## src/sv/rfd_pkg.sv

```systemverilog
package rfd_pkg;

   localparam int ID_BYTES = 4;

   localparam logic [15:0] OFS_LEN   = 16'(4 + ID_BYTES);
   localparam logic [15:0] OFS_CNT   = 16'(6 + ID_BYTES);
   localparam logic [15:0] OFS_STAMP = 16'(8 + ID_BYTES);
   localparam logic [15:0] OFS_SRC   = 16'(12 + ID_BYTES);
   localparam logic [15:0] OFS_DST   = 16'(13 + ID_BYTES);
   localparam logic [15:0] OFS_CHK   = 16'(14 + ID_BYTES);
   localparam logic [15:0] HDR_SIZE  = 16'(16 + ID_BYTES);
   localparam logic [15:0] COUNT_MAX = 16'hFFFF;

   localparam logic [7:0] MARKER_RESET = 8'hF0;

   localparam int RSP_DATA_WIDTH = 128;

   typedef enum logic [2:0] {
      ST_OK       = 3'd0,
      ST_SHORT    = 3'd1,
      ST_OPCODE   = 3'd2,
      ST_LENGTH   = 3'd3,
      ST_CHECKSUM = 3'd4
   } status_type;

   typedef struct packed {
      logic       is_payload;
      logic [7:0] payload_byte;
      logic       frame_done;
      status_type status;
      logic [31:0] opcode;
      logic [15:0] length;
      logic [15:0] counter;
      logic [31:0] stamp;
      logic [7:0]  source;
      logic [7:0]  dest;
   } result_type;

   typedef struct packed {
      logic       fire;
      logic [7:0] data_byte;
      logic       last_byte;
   } item_type;

endpackage

```

## src/sv/rfd_in_stage.sv

```systemverilog
module rfd_in_stage (
   input  logic              clock,
   input  logic              reset,
   input  logic              req_tvalid,
   output logic              req_tready,
   input  logic [7:0]        req_tdata,
   input  logic              req_tlast,
   input  logic              out_free,
   output rfd_pkg::item_type item
);
   import rfd_pkg::*;

   logic       valid_ff;
   logic [7:0] data_ff;
   logic       last_ff;
   logic       fire;

   assign fire       = valid_ff && out_free;
   assign req_tready = !valid_ff || fire;

   always_ff @(posedge clock) begin
      if (reset) begin
         valid_ff <= 1'b0;
      end else if (req_tready) begin
         valid_ff <= req_tvalid;
      end
      if (req_tready && req_tvalid) begin
         data_ff <= req_tdata;
         last_ff <= req_tlast;
      end
   end

   assign item.fire      = fire;
   assign item.data_byte = data_ff;
   assign item.last_byte = last_ff;

endmodule

```

## src/sv/rfd_core.sv

```systemverilog
module rfd_core (
   input  logic                clock,
   input  logic                reset,
   input  logic                csr_valid,
   input  logic [7:0]          csr_data,
   input  rfd_pkg::item_type   item,
   output logic                res_valid,
   output rfd_pkg::result_type res
);
   import rfd_pkg::*;

   logic [7:0]  marker_ff;
   logic [15:0] byte_index_ff, byte_index_in;
   logic [7:0]  xor_ff, xor_in;
   logic [31:0] opcode_ff, opcode_in;
   logic [15:0] length_ff, length_in;
   logic [15:0] counter_ff, counter_in;
   logic [31:0] stamp_ff, stamp_in;
   logic [7:0]  source_ff, source_in;
   logic [7:0]  dest_ff, dest_in;
   logic [15:0] check_ff, check_in;
   logic [15:0] stamp_off;
   logic        payload;
   status_type  status;
   logic [7:0]  b;
   logic [15:0] i;

   assign b         = item.data_byte;
   assign i         = byte_index_ff;
   assign stamp_off = i - OFS_STAMP;
   assign payload   = i >= HDR_SIZE;

   always_comb begin
      opcode_in  = opcode_ff;
      length_in  = length_ff;
      counter_in = counter_ff;
      stamp_in   = stamp_ff;
      source_in  = source_ff;
      dest_in    = dest_ff;
      check_in   = check_ff;
      xor_in     = xor_ff;
      if (i != OFS_CHK && i != OFS_CHK + 16'd1) begin
         xor_in = xor_ff ^ b;
      end
      if (i < 16'd4) begin
         opcode_in[{i[1:0], 3'b000} +: 8] = b;
      end else if (i == OFS_LEN) begin
         length_in[7:0] = b;
      end else if (i == OFS_LEN + 16'd1) begin
         length_in[15:8] = b;
      end else if (i == OFS_CNT) begin
         counter_in[7:0] = b;
      end else if (i == OFS_CNT + 16'd1) begin
         counter_in[15:8] = b;
      end else if (i >= OFS_STAMP && i < OFS_STAMP + 16'd4) begin
         stamp_in[{stamp_off[1:0], 3'b000} +: 8] = b;
      end else if (i == OFS_SRC) begin
         source_in = b;
      end else if (i == OFS_DST) begin
         dest_in = b;
      end else if (i == OFS_CHK) begin
         check_in[7:0] = b;
      end else if (i == OFS_CHK + 16'd1) begin
         check_in[15:8] = b;
      end
      byte_index_in = (i != COUNT_MAX) ? i + 16'd1 : i;
   end

   always_comb begin
      status = ST_OK;
      if (byte_index_in < HDR_SIZE) begin
         status = ST_SHORT;
      end else if (opcode_in[31:24] != marker_ff) begin
         status = ST_OPCODE;
      end else if (length_in != byte_index_in) begin
         status = ST_LENGTH;
      end else if (check_in != {8'h00, xor_in}) begin
         status = ST_CHECKSUM;
      end
   end

   assign res_valid        = item.fire && (payload || item.last_byte);
   assign res.is_payload   = payload;
   assign res.payload_byte = payload ? b : 8'h00;
   assign res.frame_done   = item.last_byte;
   assign res.status       = item.last_byte ? status : ST_OK;
   assign res.opcode       = opcode_in;
   assign res.length       = length_in;
   assign res.counter      = counter_in;
   assign res.stamp        = stamp_in;
   assign res.source       = source_in;
   assign res.dest         = dest_in;

   always_ff @(posedge clock) begin
      if (reset) begin
         marker_ff <= MARKER_RESET;
      end else if (csr_valid) begin
         marker_ff <= csr_data;
      end
      if (reset || (item.fire && item.last_byte)) begin
         byte_index_ff <= '0;
         xor_ff        <= '0;
         opcode_ff     <= '0;
         length_ff     <= '0;
         counter_ff    <= '0;
         stamp_ff      <= '0;
         source_ff     <= '0;
         dest_ff       <= '0;
         check_ff      <= '0;
      end else if (item.fire) begin
         byte_index_ff <= byte_index_in;
         xor_ff        <= xor_in;
         opcode_ff     <= opcode_in;
         length_ff     <= length_in;
         counter_ff    <= counter_in;
         stamp_ff      <= stamp_in;
         source_ff     <= source_in;
         dest_ff       <= dest_in;
         check_ff      <= check_in;
      end
   end

`ifndef SYNTH
   a_clear_after_last: assert property (@(posedge clock) disable iff (reset)
      item.fire && item.last_byte |=> byte_index_ff == '0 && xor_ff == '0)
      else $error("frame state not cleared after last byte");

   a_status_only_on_last: assert property (@(posedge clock) disable iff (reset)
      res_valid && !res.frame_done |-> res.status == ST_OK)
      else $error("status reported before end of frame");

   a_payload_after_header: assert property (@(posedge clock) disable iff (reset)
      res_valid && res.is_payload |-> byte_index_ff >= HDR_SIZE)
      else $error("payload flagged inside header");

   a_index_holds_idle: assert property (@(posedge clock) disable iff (reset)
      !item.fire && !$past(reset) |=> $stable(byte_index_ff))
      else $error("byte count moved without a transaction");
`endif

endmodule

```

## src/sv/rfd_out_stage.sv

```systemverilog
module rfd_out_stage (
   input  logic                               clock,
   input  logic                               reset,
   input  logic                               res_valid,
   input  rfd_pkg::result_type                res,
   output logic                               out_free,
   output logic                               rsp_tvalid,
   input  logic                               rsp_tready,
   output logic [rfd_pkg::RSP_DATA_WIDTH-1:0] rsp_tdata,
   output logic                               rsp_tlast,
   output logic                               rsp_tuser
);
   import rfd_pkg::*;

   logic       valid_ff;
   result_type res_ff;

   assign out_free = !valid_ff || rsp_tready;

   always_ff @(posedge clock) begin
      if (reset) begin
         valid_ff <= 1'b0;
      end else if (out_free) begin
         valid_ff <= res_valid;
      end
      if (out_free && res_valid) begin
         res_ff <= res;
      end
   end

   assign rsp_tvalid = valid_ff;
   assign rsp_tlast  = res_ff.frame_done;
   assign rsp_tuser  = res_ff.is_payload;
   assign rsp_tdata  = {5'b00000, res_ff.dest, res_ff.source, res_ff.stamp,
                        res_ff.counter, res_ff.length, res_ff.opcode,
                        res_ff.status, res_ff.payload_byte};

endmodule

```

## src/sv/response_frame_deframer.sv

```systemverilog
// Channel   Direction  Handshake                 Contents
// req_      in         req_tvalid / req_tready   one frame byte, tlast on the final byte
// rsp_      out        rsp_tvalid / rsp_tready   payload byte or end-of-frame status
// csr_      in         csr_valid / csr_ready     response marker (opcode top byte)
//
// One byte per cycle sustained while rsp_tready is high: input register, one
// pass of header capture and checks, result register.
// A req byte passes the input register and then the result register to rsp_tvalid.
// Header bytes that are not last produce no rsp transaction.
// Synchronous active-high reset clears the frame state, marker returns to 0xF0.
// A stalled rsp side holds the result register; req_tready drops only when
// both the input and result registers are full.
module response_frame_deframer (
   input  logic                               clock,
   input  logic                               reset,
   input  logic                               req_tvalid,
   output logic                               req_tready,
   input  logic [7:0]                         req_tdata,  // [7:0] data_byte
   input  logic                               req_tlast,
   output logic                               rsp_tvalid,
   input  logic                               rsp_tready,
   // [7:0] payload_byte, [10:8] status, [42:11] opcode_out, [58:43] length_out,
   // [74:59] counter_out, [106:75] stamp_out, [114:107] source_out,
   // [122:115] dest_out, rest zero
   output logic [rfd_pkg::RSP_DATA_WIDTH-1:0] rsp_tdata,
   output logic                               rsp_tlast,
   output logic                               rsp_tuser,  // [0] is_payload
   input  logic                               csr_valid,
   output logic                               csr_ready,
   input  logic [7:0]                         csr_data
);
   import rfd_pkg::*;

   item_type   item;
   result_type res;
   logic       res_valid;
   logic       out_free;

   assign csr_ready = 1'b1;

   rfd_in_stage u_in (
      .clock      (clock),
      .reset      (reset),
      .req_tvalid (req_tvalid),
      .req_tready (req_tready),
      .req_tdata  (req_tdata),
      .req_tlast  (req_tlast),
      .out_free   (out_free),
      .item       (item)
   );

   rfd_core u_core (
      .clock     (clock),
      .reset     (reset),
      .csr_valid (csr_valid),
      .csr_data  (csr_data),
      .item      (item),
      .res_valid (res_valid),
      .res       (res)
   );

   rfd_out_stage u_out (
      .clock      (clock),
      .reset      (reset),
      .res_valid  (res_valid),
      .res        (res),
      .out_free   (out_free),
      .rsp_tvalid (rsp_tvalid),
      .rsp_tready (rsp_tready),
      .rsp_tdata  (rsp_tdata),
      .rsp_tlast  (rsp_tlast),
      .rsp_tuser  (rsp_tuser)
   );

endmodule
```

## config.mk

```make
export PLATFORM = sky130hd
export DESIGN_NAME = response_frame_deframer
export DESIGN_NICKNAME = d
export VERILOG_FILES = /design/src/sv/rfd_pkg.sv /design/src/sv/rfd_in_stage.sv /design/src/sv/rfd_core.sv /design/src/sv/rfd_out_stage.sv /design/src/sv/response_frame_deframer.sv
export SDC_FILE = /design/constraint.sdc
export NUM_CORES = 1
export LEC_CHECK = 0
export ABC_AREA = 1
export BUFFER_PORTS_ARGS = -buffer_cell sky130_fd_sc_hd__buf_4
export CELL_PAD_IN_SITES_DETAIL_PLACEMENT = 0
export CELL_PAD_IN_SITES_GLOBAL_PLACEMENT = 1
export CORE_MARGIN = 3
export CORE_UTILIZATION = 30
export DETAILED_ROUTE_END_ITERATION = 7
export PLACE_DENSITY_LB_ADDON = 0.1
export SYNTH_ARGS = -nofsm -noshare
export SYNTH_HDL_FRONTEND = slang
export SYNTH_SLANG_ARGS = --single-unit
export TNS_END_PERCENT = 50
```

## constraint.sdc

```tcl
create_clock -name clock -period 5.9 [get_ports clock]
set_input_delay 1.18 -clock clock [delete_from_list [all_inputs] [get_ports clock]]
set_output_delay 1.18 -clock clock [all_outputs]
set_load 0.02 [all_outputs]
```

==> impl_metrics.tcl <==
set metrics [dict create \
    run_status "completed" \
    cts_buffer_depth 3 \
    power-per-cell-area_nw_per_um2 330 \
    synthesized_area_fraction_occupied_by_ao_oa_aoi_and_oai_cells 0.133 \
    timing.fmax_ghz 0.279 \
    drt_drc_violations_left 0 \
    timing.final.max_slew_violations 0 \
    finalWeightedCongestion 0.855 \
    yosys.area_share.simple 0.229 \
    number_of_enable_type_register_cells_in_the_synthesized_netlist 134 \
    clock_pin_slew_on_the_worst_setup_and_hold_paths_ns 0.06 \
    ctsHtreeMaxLevel 2 \
    finalCritPeriodShare 0.608 \
    tightestPinTransition_ns 1.14 \
    detailed_place_hpwl_um 31000 \
    critical_path_peak_fanout 17 \
    min_path_type "flip-flop to flip-flop" \
    floorplan.core_area_um2 46000 \
    fin_worst_skew_ns 0.0203 \
    timing.setup.tns_ns 0 \
    crit_path_max_delay_family "simple AND/OR/NAND/NOR gates" \
    io_pins 155 \
    timing.critical_path.mode_cell "nand2_1" \
    yosysTopAreaCell "edfxtp_1" \
    timing.final.setup_violations 0 \
    fp-row-count 78 \
    post_synth_xor_area_fraction 0.00680 \
    clk_root_buffer_cell "clkbuf_16" \
    multiplexer_share_of_the_synthesized_area 0.00565 \
    cts-buffers-inserted 36 \
    area.sequential_um2 7270 \
    yosys-top-cells-count "396 x nand2_1, 286 x inv_1, 213 x o21ai_0" \
    most_used_flip_flop_cell_after_synthesis "dfxtp_1" \
    period_needed_ns 3.59 \
    synthesis.area_per_instance_um2 7.71 \
    crit-reg2reg-capture "u_out.rsp_tdata[9]$_SDFFCE_PP0P_" \
    critPathLaunchType "flip-flop" \
    tritoncts_num_sinks 296 \
    post_drt_wl_per_cell_um 17.8 \
    fin_nets 1989 \
    multi_input_area_um2 5400 \
    synthesized_area_fraction_occupied_by_adder_cells 0.00353 \
    fillcell_total 4776 \
    total_setup_buffers_inserted_after_cts 0 \
    fp.dieW_um 223 \
    final_layout_size_suffix_gt1_frac 0.136 \
    floorplan.initialDensity 0.308 \
    ys.warnings.count 0 \
    dominant_combinational_cell_family_by_area_after_synthesis "simple AND/OR/NAND/NOR gates" \
    ys_seq_area_frac 0.513 \
    final_hold_viol_count 0 \
    area_delta_synth_final_pct 20.7 \
    slowest_delay_ns 0.59 \
    routed_wirelength_um 46000 \
    finish.utilization 0.372 \
    netlist_top_cells_area "edfxtp_1 28%, dfxtp_1 23%, nand2_1 10%, inv_1 7.6%, o21ai_0 7.5%" \
    synth_top_cell_area_share 0.284 \
    post_synth_num_cell_types 40 \
    route.detailed.vias_per_inst 4.71 \
    routed-via-count 12200 \
    worst_hold_path.num_cells 2 \
    ffs_w_async_s_r_synth 0 \
    dieHeight_um 223 \
    drtAntennaViolNets 0 \
    min_to "u_core.marker_ff[3]$_SDFFE_PP0P_" \
    grt_remaining_overflow 0 \
    maxCapViolCount 0 \
    reg2reg_from "u_core.byte_index_ff[1]$_SDFFE_PP0P_" \
    worst-r2r-cell-count 17 \
    p_leak_nw 8.04 \
    fp.dieArea_um2 49900 \
    end_kind "flip-flop" \
    power_mw 5.64 \
    critical_path.cell_chain "inv_1 > ha_1 > nand3_1 > nor2_4 > nand2_2 > nand2_1 > nand2_1 > inv_1 > nand2_1 > nand2_1 > nand2_1 > a21oi_1 > nand2_1 > nor2_1 > nand3_1 > nand2_1 > inv_1" \
    vias_in_the_first_global_route 11500 \
    grt_antenna_before_repair 0 \
    synthCells 1837 \
    groute.usage.overall 0.183 \
    cts_tree "yes" \
    diodes 0 \
    worst_hold_startpoint "u_core.marker_ff[3]$_SDFFE_PP0P_" \
    clkLatencyLatePin_ns 0.56 \
    drt_first_pass_iters 6 \
    reg_to_reg_slack_setup_ns 2.31 \
    maxSlewHeadroom 0.237 \
    dominant_cell_by_count_in_the_synthesized_netlist "nand2_1" \
    max-vdd-ir-drop_mv 0.172 \
    cts_hold_fix_bufs 0 \
    cp.buffers_inverters 3 \
    synth_seq_cells 296 \
    type_of_the_worst_setup_path "flip-flop to flip-flop" \
    grt_setup_unrepaired "no" \
    timing.critical_path.arrival_ns 3.90 \
    worstPathRequired_ns 6.21 \
    first_iter_violations 862 \
    grt_pass1_wl_um 70700 \
    grt_start_max_net_pins 106 \
    io_buffers 148 \
    netlist_area_um2 14200 \
    cts_resized 0 \
    slowest_stage "ha_1" \
]
logic make-up after synthesis:
logic type               after synthesis
AO/OA/AOI/OAI                        369
XOR/XNOR                              11
adder cells (fa/ha/maj)                4
buffers and inverters                382
flip-flops                           296
multiplexers                           8
other                                  2
AND/OR/NAND/NOR                      765
registers in the layout, summed over array words and instances (netlist names), 8 cells and up:
| register | flops |
|---|---|
| u_core.byte_index_ff | 16 |
| u_out.rsp_tdata | 123 |
| u_core.length_ff | 16 |
| u_core.counter_ff | 16 |
| u_in.data_ff | 8 |
| u_core.xor_ff | 8 |
| u_core.opcode_ff | 32 |
| u_core.source_ff | 8 |
| u_core.marker_ff | 8 |
| u_core.stamp_ff | 32 |
| u_core.check_ff | 16 |
| u_core.dest_ff | 8 |
per-layer routing:
metal	track usage	vias to the layer above	wire length, um
met4	0.0525	0	1020
met2	0.299	284	21300
met3	0.0295	58	2450
met1	0.252	5695	21300
li1	-	6163	-
met5	0	-	0
how the worst max path moves through the flow:
stage                                               start                                   end  slack [ns]  cells after the start
detailed placement                             rsp_tready     u_core.opcode_ff[27]$_SDFFE_PP0P_        2.22                      9
finish               u_core.byte_index_ff[1]$_SDFFE_PP0P_      u_out.rsp_tdata[9]$_SDFFCE_PP0P_        2.31                     17
floorplan                                      rsp_tready      u_out.rsp_tdata[0]$_SDFFCE_PN0P_        0.81                      8
CTS                 u_core.byte_index_ff[15]$_SDFFE_PP0P_      u_out.rsp_tdata[2]$_SDFFCE_PN0P_        2.27                     10
global route        u_core.byte_index_ff[15]$_SDFFE_PP0P_      u_out.rsp_tdata[2]$_SDFFCE_PN0P_        1.88                     10
global placement                               rsp_tready  u_core.byte_index_ff[8]$_SDFFE_PP0P_        2.23                      9
placed cells by master, fill, tap and decap left out, types with 6 or more instances in the layout:
cell type,n
nand3_1,115
nand4_1,18
o21ai_1,18
inv_1,284
clkbuf_16,36
bufinv_16,7
conb_1,6
dfxtp_1,162
nor2_1,197
a21oi_1,117
o21ai_0,213
nand2_1,394
inv_2,12
buf_4,166
edfxtp_1,134
nor2_4,7
nand2_2,10
o31ai_1,8
clkinv_2,10
xnor2_1,9
mux2i_1,8
o22ai_1,8
cell type report:
cell class	instances	area share
Clock buffer	43	0.0560
Timing Repair Buffer	167	0.0741
Sequential cell	296	0.425
Inverter	299	0.0660
Clock inverter	23	0.0187
Tap cell	600	0.0439
Multi-Input combinational cell	1163	0.316
worst reg2reg max path: cells and delay by family, from the launching register on:
kind,cells,cell delay [ns]
adders and majority gates,1,0.59
DFF,1,0.37
AOI/OAI and AO/OA,1,0.14
and+or+nand+nor,12,1.95
buffers and inverters,3,0.31
where the power goes:
group / internal (mW) / switching [mW] / leakage (nW) / total, mW
logic: 0.258 / 0.589 / 4.81 / 0.847
clock network: 1.48 / 0.926 / 0.630 / 2.40
registers: 2.32 / 0.0788 / 2.60 / 2.39
through the flow:
| stage | setup slack, ns | area [um2] | std cells | hold WS (ns) |
|---|---|---|---|---|
| 6_report | 2.31 | 17100 | 2591 | 0.479 |
| 3_3_place_gp | 2.23 | 15800 | 2525 | 0.461 |
| 4_1_cts | 2.27 | 17100 | 2591 | 0.477 |
| 3_5_place_dp | 2.22 | 15800 | 2525 | 0.469 |
| 5_1_grt | 1.88 | 17100 | 2591 | 0.504 |
| 2_1_floorplan | 0.813 | 14200 | 1841 | 0.448 |
(Power assumes the default switching activity.)
